<file path="src/hdl/akf_pkg.sv">
// Shared types and constants of the adaptive scalar Kalman filter.
`timescale 1ns / 1ps
`default_nettype none
package akf_pkg;

  localparam logic [2:0] REG_PROCESS_NOISE = 3'd0;
  localparam logic [2:0] REG_VARIANCE_GAIN = 3'd1;
  localparam logic [2:0] REG_NOISE_BASE    = 3'd2;
  localparam logic [2:0] REG_SMOOTH_WEIGHT = 3'd3;
  localparam logic [2:0] REG_NOISE_FLOOR   = 3'd4;
  localparam logic [2:0] REG_NOISE_CEILING = 3'd5;

  localparam logic [31:0] ONE_Q16       = 32'd65536;
  localparam logic [31:0] RST_PROC      = 32'd655;
  localparam logic [31:0] RST_VGAIN     = 32'd12189;
  localparam logic [31:0] RST_BASE      = 32'd88278;
  localparam logic [16:0] RST_WEIGHT    = 17'd9830;
  localparam logic [31:0] RST_FLOOR     = 32'd6554;
  localparam logic [31:0] RST_CEIL      = 32'd983040;
  localparam logic [31:0] RST_ESTIMATE  = 32'd642253;

  // Datapath step commands that the controller states issue.
  typedef enum logic [3:0] {
    OP_NONE, OP_LOAD, OP_SQUARE, OP_WIN_RD, OP_WIN_WR, OP_MEAN_HI, OP_MEAN_MUL,
    OP_NOISE, OP_CLAMP, OP_BLEND_A, OP_BLEND_B, OP_DIV_INIT, OP_DIV_STEP,
    OP_EST_MUL, OP_COMMIT
  } op_e;

  typedef struct packed {
    op_e  op;
  } cmd_t;

  typedef struct packed {
    logic div_done;
  } stat_t;

endpackage
`default_nettype wire

</file>
<file path="src/hdl/akf_ctrl.sv">
// Controller: clears the window memory after reset, sequences one item through the datapath, handles handshake.
`timescale 1ns / 1ps
`default_nettype none
module akf_ctrl #(
  parameter int WindowLen = 50
) (
  input  wire logic                 clk_i,
  input  wire logic                 rst_ni,
  input  wire logic                 in_valid_i,
  output logic                      in_ready_o,
  output logic                      out_valid_o,
  input  wire logic                 out_ready_i,
  output akf_pkg::cmd_t             cmd_o,
  input  wire akf_pkg::stat_t       stat_i,
  output logic                      clearing_o,
  output logic [$clog2(WindowLen)-1:0] clr_addr_o
);
  import akf_pkg::*;

  typedef enum logic [3:0] {
    S_CLEAR, S_IDLE, S_SQUARE, S_WIN_RD, S_WIN_WR, S_MEAN_HI, S_MEAN, S_NOISE,
    S_CLAMP, S_BL_A, S_BL_B, S_DIV_INIT, S_DIV, S_EST, S_COMMIT, S_OUT
  } state_e;

  state_e state_q;
  logic [$clog2(WindowLen)-1:0] clr_q;

  always_ff @(posedge clk_i or negedge rst_ni) begin
    if (!rst_ni) begin
      state_q <= S_CLEAR;
      clr_q   <= '0;
    end else begin
      case (state_q)
        S_CLEAR: begin
          clr_q <= clr_q + 1'b1;
          if (32'(clr_q) == WindowLen - 1) state_q <= S_IDLE;
        end
        S_IDLE: if (in_valid_i) state_q <= S_SQUARE;
        S_SQUARE: state_q <= S_WIN_RD;
        S_WIN_RD: state_q <= S_WIN_WR;
        S_WIN_WR: state_q <= S_MEAN_HI;
        S_MEAN_HI: state_q <= S_MEAN;
        S_MEAN: state_q <= S_NOISE;
        S_NOISE: state_q <= S_CLAMP;
        S_CLAMP: state_q <= S_BL_A;
        S_BL_A: state_q <= S_BL_B;
        S_BL_B: state_q <= S_DIV_INIT;
        S_DIV_INIT: state_q <= S_DIV;
        S_DIV: if (stat_i.div_done) state_q <= S_EST;
        S_EST: state_q <= S_COMMIT;
        S_COMMIT: state_q <= S_OUT;
        S_OUT: if (out_ready_i) state_q <= S_IDLE;
        default: state_q <= S_IDLE;
      endcase
    end
  end

  always_comb begin
    case (state_q)
      S_IDLE:     cmd_o.op = in_valid_i ? OP_LOAD : OP_NONE;
      S_SQUARE:   cmd_o.op = OP_SQUARE;
      S_WIN_RD:   cmd_o.op = OP_WIN_RD;
      S_WIN_WR:   cmd_o.op = OP_WIN_WR;
      S_MEAN_HI:  cmd_o.op = OP_MEAN_HI;
      S_MEAN:     cmd_o.op = OP_MEAN_MUL;
      S_NOISE:    cmd_o.op = OP_NOISE;
      S_CLAMP:    cmd_o.op = OP_CLAMP;
      S_BL_A:     cmd_o.op = OP_BLEND_A;
      S_BL_B:     cmd_o.op = OP_BLEND_B;
      S_DIV_INIT: cmd_o.op = OP_DIV_INIT;
      S_DIV:      cmd_o.op = OP_DIV_STEP;
      S_EST:      cmd_o.op = OP_EST_MUL;
      S_COMMIT:   cmd_o.op = OP_COMMIT;
      default:    cmd_o.op = OP_NONE;
    endcase
  end

  assign in_ready_o  = (state_q == S_IDLE);
  assign out_valid_o = (state_q == S_OUT);
  assign clearing_o  = (state_q == S_CLEAR);
  assign clr_addr_o  = clr_q;
endmodule
`default_nettype wire

</file>
<file path="config.mk">
export PLATFORM = sky130hd
export DESIGN_NAME = akf_ctrl
export DESIGN_NICKNAME = d
export VERILOG_FILES = /design/src/hdl/akf_pkg.sv /design/src/hdl/akf_ctrl.sv
export SDC_FILE = /design/constraint.sdc
export NUM_CORES = 1
export LEC_CHECK = 0
export BUFFER_PORTS_ARGS = -buffer_cell sky130_fd_sc_hd__buf_4
export CAP_MARGIN = 20
export CELL_PAD_IN_SITES_DETAIL_PLACEMENT = 1
export CELL_PAD_IN_SITES_GLOBAL_PLACEMENT = 1
export CORE_UTILIZATION = 41
export CTS_BUF_LIST = sky130_fd_sc_hd__clkbuf_8
export DETAILED_ROUTE_END_ITERATION = 10
export PLACE_DENSITY_LB_ADDON = 0.1
export SYNTH_ARGS = -nofsm -noshare
export SYNTH_HDL_FRONTEND = slang
export SYNTH_SLANG_ARGS = --single-unit
</file>
<file path="constraint.sdc">
create_clock -name clk_i -period 2.7 [get_ports clk_i]
set_input_delay 0 -clock clk_i [delete_from_list [all_inputs] [get_ports clk_i]]
set_output_delay 0 -clock clk_i [all_outputs]
set_load 0.05 [all_outputs]
</file>
# Word level (Yosys, flattened, before mapping)

Index checks and enable logic that the tools add are counted.

Flip-flop bits (word level): 10
Input bits: 5
Output and inout bits: 13
Word-level logic and storage cells: 32

$add $sub $neg: 1
Equality and inequality tests: 20
Muxes and demuxes: 7
Reductions and logical operators: 2

Operators by type and width:

| cell                                                                  | number |
|---|---|
| 4-bit one-hot mux with 16 select lines                                | 1 |
| 4-bit one-hot mux with 14 select lines                                | 1 |
| 4-bit equality test, second input constant                            | 8 |
| 4-bit by 3-bit equality test with 1-bit output, second input constant | 4 |
| 4-bit two-way mux                                                     | 4 |
| 4-bit by 2-bit equality test with 1-bit output, second input constant | 2 |
| 6-bit by 1-bit adder with 6-bit output, second input constant         | 1 |
| 6-bit equality test, second input constant                            | 1 |
| 4-bit by 1-bit equality test with 1-bit output, second input constant | 1 |
| 4-bit logical NOT                                                     | 1 |
| 2-bit by 1-bit != test with 1-bit output, second input constant       | 2 |
| 2-bit != test, second input constant                                  | 2 |
| 4-bit AND reduction                                                   | 1 |
| 1-bit two-way mux                                                     | 1 |

# Logic depth before layout (Yosys ltp)

Gate-level depths: netlist (run 1).

Word-level depth: 3
Mapped depth: 5
Mapped depth without buffers: 5

# Worst setup path after synthesis (run 1)

No wires, ideal clock.

Kind: reg-to-output
From: register state_q[1]
To: output in_ready_o
Arrival: 2.156 ns
Data required time: 2.700 ns
Slack: 0.544 ns
Stages on the path, launching flop included: 3
Path buffers: 1
Cells stage by stage: dfrtp_1 -> buf_6 -> nor4b_1

Word-level cells in the longest chain between the ends: 1

RTL lines:

| what                                           | line           | source |
|---|---|---|
| from (decl)                                    | akf_ctrl.sv:25 | `state_e state_q;` |
| from (signal assigned)                         | akf_ctrl.sv:30 | `state_q <= S_CLEAR;` |
| from (signal assigned)                         | akf_ctrl.sv:36 | `if (32'(clr_q) == WindowLen - 1) state_q <= S_IDLE;` |
| from (signal assigned)                         | akf_ctrl.sv:38 | `S_IDLE: if (in_valid_i) state_q <= S_SQUARE;` |
| 4-bit by 1-bit equality test with 1-bit output | akf_ctrl.sv:78 | `assign in_ready_o = (state_q == S_IDLE);` |
| to (decl)                                      | akf_ctrl.sv:10 | `output logic in_ready_o,` |

Every way passes these cells.

==> flow_summary.toml, run 1 <==
[timing]
fin_tns_setup_ns = 0
fmax_mhz = 613.9
setup_viol = 0
finalClockSkew_ns = 0.003317
rsz0062_at_grt = "no"
min_period_ns = 1.629
hold_violations = 0
timing.slew.headroom_pct = 66.44
fin_crit_sh_pct = 60.34
worst_slew_pin_slew_ns = 0.4997
maxSlewViolCount = 0

[final_layout]
syn2layout_area_growth_pct = 28.70
n_fill_cell = 154
antenna_cells = 0
final_cell_mix = "buf_4, dfrtp_1, nand2_1"
drive_gt1_share_pct = 33.33
fin_nets = 81
final-seq-area_sq_um = 250.2
layout_commonest_cell = "buf_4"
multiInputGateArea_sq_um = 270.3

[worst_setup_path]
worst-path-stages = 3
critical_path.max_fanout = 9
crit_buf_inv = 1
arrival_ns = 1.63
cp_cell_sequence = "or4_1 -> o211a_2 -> buf_4"
critical_path.slowest_cell = "or4_1"
end_kind = "output pin"
start_kind = "flop"
cp_top_family = "simple AND/OR/NAND/NOR gates"
max_stage_delay_ns = 0.56
crit_type = "flop to output pin"
cp_data_required_time_ns = 2.70
rr_worst_depth = 3

[logic_synthesis]
synth_fp_nets = 62
synth_simple_gate_area_share_pct = 23.62
synthCells = 55
yosysSeqAreaShare_pct = 44.15
synth_top_cell_area_share_pct = 44.15
syn_area_sq_um = 566.8
synth_top_family_by_area = "simple AND/OR/NAND/NOR gates"
synth-edff-count = 0
synth_top_area_cell = "dfrtp_1"
synth_xor_area_share_pct = 7.726
synth_flop_cell = "dfrtp_1"
synthAdderAreaFrac_pct = 4.415
synth_cell_type_count = 28
syn_avg_cell_area_sq_um = 10.31
synth.area.mux_share_pct = 1.987
synthTopCellsByArea = "dfrtp_1, xnor2_1, ha_1"
async_flop_share_pct = 100.0
synth_seq_cells = 10
yosysWarnings = 0
synth_compound_area_share_pct = 9.934

[drt]
first_pass_iters = 2
drtIter0Drc = 3
wire_per_inst_um = 13.09
avgViaCountPerCell = 5.287
final_antenna_net_count = 0
drc_errors = 0
routed_wl_um = 1139
num_vias = 460

[clocking]
clockBufferDepth = 2
clock_latency_ns = 0.23
cts.htree.levels = 1
postCtsSetupRepairBufs = 0
cts_tree = "built"
numCtsBuffers = 3
root_buffer = "clkbuf_8"
clock-sinks = 10
clk_pin_slew_ns = 0.04

[floorplan]
die_area_sq_um = 1535
num_rows = 13
die_h_um = 39.18
start_util_pct = 43.56
core_sq_um = 1301
pin_count = 18
die_x_um = 39.18

[flow_run]
maxCapViolations = 0

[grt]
overflow = 0
grt_usage_pct = 18.62
grt_max_degree = 12
antenna_found_initial = 0
grt_pass1_wl_um = 1876
grt_pass1_vias = 432

[min_path]
min_path_type = "input port to flop"
hold_depth = 3

[placed_design]
port_buffers = 17
gp_congestion = 0.7050
hpwl_um = 840.7

[status]
outcome = "complete, no violations"
==> area by class of cell <==
| cell class | instances | share of cell area [%] |
|---|---|---|
| Timing Repair Buffer | 18 | 18.87 |
| Clock buffer | 3 | 5.660 |
| Sequential cell | 10 | 34.31 |
| Tap cell | 15 | 2.573 |
| Inverter | 3 | 1.544 |
| Multi-Input combinational cell | 38 | 37.05 |
==> cells by family (layout without fill, tap and decap cells) <==
logic type | after synthesis | after routing
AO/OA/AOI/OAI | 9 | 9
XOR/XNOR | 5 | 5
adder cells (fa/ha/maj) | 2 | 2
buffers and inverters | 7 | 24
flip-flops | 10 | 10
multiplexers | 1 | 1
AND/OR/NAND/NOR | 21 | 21
==> worst reg2reg max path, stage by stage, from the launching register on <==
cell	delay [ns]
dfrtp_1	0.49
nor4_4	0.56
nand4_1	0.18
xnor2_1	0.15
==> path summary, 6_finish.rpt <==
check	startpoint	to	slack (ns)
min	stat_i	state_q[0]	0.09
max in group asynchronous	rst_ni	clr_addr_o[2]	2.42
max	state_q[1]	cmd_o[0]	1.07
min in group asynchronous	rst_ni	clr_addr_o[3]	0.14
max reg2reg	state_q[0]	clr_addr_o[4]	1.20
min reg2reg	clr_addr_o[5]	clr_addr_o[5]	0.49
==> through the flow <==
step / utilization (%) / cell area [sq um] / hold slack [ns] / setup slack, ns / cells
3_5_place_dp: 52.12 / 678.2 / -0.1691 / 1.194 / 83
5_1_grt: 56.06 / 729.5 / 0.1072 / 0.9954 / 87
3_3_place_gp: 52.12 / 678.2 / -0.1684 / 1.254 / 83
6_report: 56.06 / 729.5 / 0.09024 / 1.071 / 87
4_1_cts: 56.06 / 729.5 / 0.08808 / 1.069 / 87
2_1_floorplan: - / 566.8 / -0.2956 / 0.5440 / 55
==> state kept, by name, indices dropped and copies added, names as in the netlist <==
signal and flops:
clr_addr_o 6, state_q 4
==> timing repair <==
item                                    in CTS  in global routing
resized for setup                            0                  0
endpoints found under the setup margin       0                  0
hold buffers                                 1                  0
hold endpoints to repair                    10                  0
==> synthesized netlist by cell type (2+ instances only) <==
| cell type | instances |
|---|---|
| dfrtp_1 | 10 |
| a31oi_1 | 3 |
| xnor2_1 | 4 |
| a21oi_1 | 2 |
| o21ai_0 | 2 |
| buf_6 | 2 |
| nand2_1 | 5 |
| nor2_1 | 3 |
| ha_1 | 2 |
| inv_1 | 3 |
| nand4_1 | 2 |
==> per-layer routing <==
layer / vias to the layer above / global-route usage, % / part of all wire (%)
met2: 14 / 26.25 / 43
met5: - / 0 / 0
met4: 0 / 0 / 0
li1: 228 / - / -
met3: 0 / 10.40 / 6.1
met1: 218 / 26.26 / 51
Power of run 1 is left out: the tool's default activity adds up to more than one toggle a clock period on the data nets, which glitch-free logic cannot reach.
==> inputs of run 2 (changes only) <==
Settings changed: CORE_ASPECT_RATIO set to 0.9, CORE_UTILIZATION 41 to 38.
Clock period 2.7 ns to 1.6 ns, I/O delays scaled along.
==> run 2 against run 1 <==
Effect of this change: sequential share of layout area shrank 1.4 points; setup slack lost 1.0 ns; register-to-register slack lost 0.98 ns; worst hold slack lost 0.0097 ns; via count grew 3.3%; non-clock buffer count grew 4; utilization grew 2.7 points; first-iteration DRC count grew 33%; die area grew 7.5%; cell count grew 3.4%.
==> flow_summary.toml, run 2 (synthesis gave the netlist of run 1 again) <==
[placed_design]
place_ws_ns = 0.2030
hpwl_um = 963.5
gp_congestion = 0.8214
place_area_sq_um = 713.2
port_buffers = 17

[floorplan]
pin_count = 18
core_sq_um = 1306
die_area_sq_um = 1650
start_util_pct = 43.39
die_h_um = 38.64
num_rows = 12
die_x_um = 42.71

[clocking]
cts.htree.levels = 1
numCtsBuffers = 3
clockBufferDepth = 2
cts_tree = "built"
postCtsSetupRepairBufs = 0
clock_latency_ns = 0.23
clock-sinks = 10
clk_pin_slew_ns = 0.04
root_buffer = "clkbuf_8"

[final_layout]
fin_nets = 85
drive_gt1_share_pct = 40.79
n_fill_cell = 151
multiInputGateArea_sq_um = 276.5
fin_util_pct = 58.72
syn2layout_area_growth_pct = 35.32
final-seq-area_sq_um = 252.7
antenna_cells = 0
layout_commonest_cell = "buf_4"
largest_register_ffs = 6
final_cell_mix = "buf_4, dfrtp_1, nand2_1"
fin_area_sq_um = 767.0

[drt]
avgViaCountPerCell = 5.278
routed_wl_um = 1235
final_antenna_net_count = 0
first_pass_iters = 2
wire_per_inst_um = 13.72
drtIter0Drc = 4
num_vias = 475
drc_errors = 0

[grt]
overflow = 0
grt_pass1_wl_um = 1952
grt_pass1_vias = 427
grt_usage_pct = 16.62
grt_max_degree = 11
antenna_found_initial = 0

[timing]
fin_tns_setup_ns = 0
hold_violations = 0
setup_ws_ns = 0.03790
maxSlewViolCount = 0
setup_viol = 0
fmax_mhz = 640.2
fin_crit_sh_pct = 97.63
finalClockSkew_ns = 0.0001365
min_period_ns = 1.562
timing.slew.headroom_pct = 74.61
rsz0062_at_grt = "no"
worst_slew_pin_slew_ns = 0.3781

[worst_setup_path]
arrival_ns = 1.56
rrSetupSlack_ns = 0.22
end_kind = "output pin"
cp_data_required_time_ns = 1.60
critical_path.max_fanout = 8
start_kind = "flop"
crit_type = "flop to output pin"

[min_path]
min_path_type = "input port to flop"

[status]
outcome = "complete, no violations"

[flow_run]
maxCapViolations = 0
## run 2: layer usage
metal  global-route usage [%]  wire (um)
met2                    23.86        535
met5                        0          0
met3                    7.009         43
met4                        0          0
met1                    24.42        656
## run 2: worst paths after layout
kind                          startpoint  depth (start not counted)       endpoint
min reg2reg                clr_addr_o[5]                          1  clr_addr_o[5]
min in group asynchronous         rst_ni                          2     state_q[0]
min                               stat_i                          3     state_q[0]
max in group asynchronous         rst_ni                          2     state_q[2]
max                           state_q[2]                          3       cmd_o[0]
max reg2reg                   state_q[2]                          3     state_q[0]
## run 2: final cells by class
cell class	instances	area share, %
flip-flops and latches	10	32.95
repair buffers	22	21.86
clock buffers	3	5.383
well taps	14	2.284
inverters	3	1.468
multi-input cells	38	36.05
## run 2: per-stage QoR
stage | std cells | hold WS, ns
final | 90 | 0.08055
after global routing | 90 | 0.08962
after CTS | 90 | 0.07483
after detailed placement | 86 | -0.1643
after global placement | 86 | -0.1648
after floorplan | 55 | -0.2956
## run 2: critical path: stages (launching register included)
cell and delay, ns:
dfrtp_2 0.46, or4_1 0.52, o211a_2 0.16, buf_4 0.19
## run 2: what timing repair did
action / CTS / global route
hold buffers: 1 / 0
gates resized for setup: 1 / 1
setup endpoints to repair: 1 / 1
hold endpoints to repair: 10 / 0
Power of run 2 is left out for the same reason.
==> inputs of run 3 (changes only) <==
Settings changed: CORE_ASPECT_RATIO 0.9 to not set, CORE_UTILIZATION 38 to 41.
Clock period 1.6 ns to 1.97 ns, I/O delays scaled along.
==> run 3 against run 2 <==
Effect of this change: global-route usage grew 3.9 points; critical endpoint unchanged; critical path depth stayed put; register-to-register slack gained 0.23 ns; sequential share of layout area grew 1.1 points.
==> flow_summary.toml, run 3 (synthesis gave the netlist of run 1 again) <==
[status]
outcome = "complete, no violations"

[floorplan]
core_sq_um = 1301
die_h_um = 39.18
die_x_um = 39.18
die_area_sq_um = 1535
pin_count = 18
num_rows = 13
start_util_pct = 43.56

[placed_design]
place_ws_ns = 0.4379
hpwl_um = 949.5
port_buffers = 17
gp_congestion = 0.6536

[final_layout]
fin_nets = 81
antenna_cells = 0
syn2layout_area_growth_pct = 29.80
layout_commonest_cell = "buf_4"
largest_register_ffs = 6
drive_gt1_share_pct = 34.72
final_cell_mix = "buf_4, dfrtp_1, nand2_1"

[drt]
final_antenna_net_count = 0
wire_per_inst_um = 14.33
first_pass_iters = 2
num_vias = 465
routed_wl_um = 1247
avgViaCountPerCell = 5.345
drtIter0Drc = 3
drc_errors = 0

[timing]
maxSlewViolCount = 0
fin_crit_sh_pct = 82.05
timing.slew.headroom_pct = 66.96
setup_viol = 0
min_period_ns = 1.616
setup_ws_ns = 0.3535
worst_slew_pin_slew_ns = 0.4920
fmax_mhz = 618.6
finalClockSkew_ns = 0.001213
hold_violations = 0
rsz0062_at_grt = "no"
fin_tns_setup_ns = 0

[worst_setup_path]
end_kind = "output pin"
critical_path.max_fanout = 9
crit_type = "flop to output pin"
start_kind = "flop"
cp_data_required_time_ns = 1.97
arrival_ns = 1.62

[clocking]
cts_tree = "built"
postCtsSetupRepairBufs = 0
root_buffer = "clkbuf_8"
clock_latency_ns = 0.23
cts.htree.levels = 1
clock-sinks = 10
ctsHoldBuffers = 1
numCtsBuffers = 3
clockBufferDepth = 2
cts-resized-gates = 0
clk_pin_slew_ns = 0.05

[grt]
grt_max_degree = 12
antenna_found_initial = 0
grt_usage_pct = 20.50
grt_pass1_wl_um = 2028
overflow = 0
grt_pass1_vias = 473

[flow_run]
maxCapViolations = 0

[min_path]
min_path_type = "input port to flop"
run 3: cell count changes in the layout (fill, tap and decap cells not counted):
| cell | previous run | this run |
|---|---|---|
| buf_4 | 21 | 17 |
| dfrtp_1 | 8 | 10 |
| dfrtp_2 | 2 | 0 |
run 3: per-stage QoR:
stage | utilization [%] | hold slack, ns | std cells | cell area, sq um
3_5_place_dp | 52.60 | -0.1630 | 83 | 684.4
6_report | 56.54 | 0.07179 | 87 | 735.7
4_1_cts | 56.54 | 0.07761 | 87 | 735.7
3_3_place_gp | 52.60 | -0.1626 | 83 | 684.4
2_1_floorplan | - | -0.2956 | 55 | 573.1
5_1_grt | 56.54 | 0.09139 | 87 | 735.7
run 3: final cells by class:
cell class                 instances  area [sq um]
multi-input combinational         38         276.5
fill                             157         565.5
tap                               15         18.77
timing repair buffer              18         137.6
inverter                           3         11.26
clock buffer                       3         41.29
sequential                        10         250.2
run 3: worst paths after layout:
path	slack, ns	from	depth (start not counted)	to
worst max-delay path	0.35	state_q[1]	3	cmd_o[0]
worst min-delay path	0.07	stat_i	3	state_q[0]
worst max register to register	0.45	state_q[0]	3	clr_addr_o[4]
worst min register to register	0.52	clr_addr_o[5]	1	clr_addr_o[5]
max in group asynchronous	1.69	rst_ni	2	clr_addr_o[5]
min in group asynchronous	0.14	rst_ni	2	clr_addr_o[2]
run 3: metal layers:
layer	part of all wire, %	track usage, %
met5	0	0
met4	0	10.34
met3	8.2	8.092
met2	48	35.42
met1	44	21.05
run 3: critical path: stages (launching register included):
cell and delay, ns:
dfrtp_1 0.49, or4_1 0.55, o211a_2 0.16, buf_4 0.19
Power of run 3 is left out for the same reason.
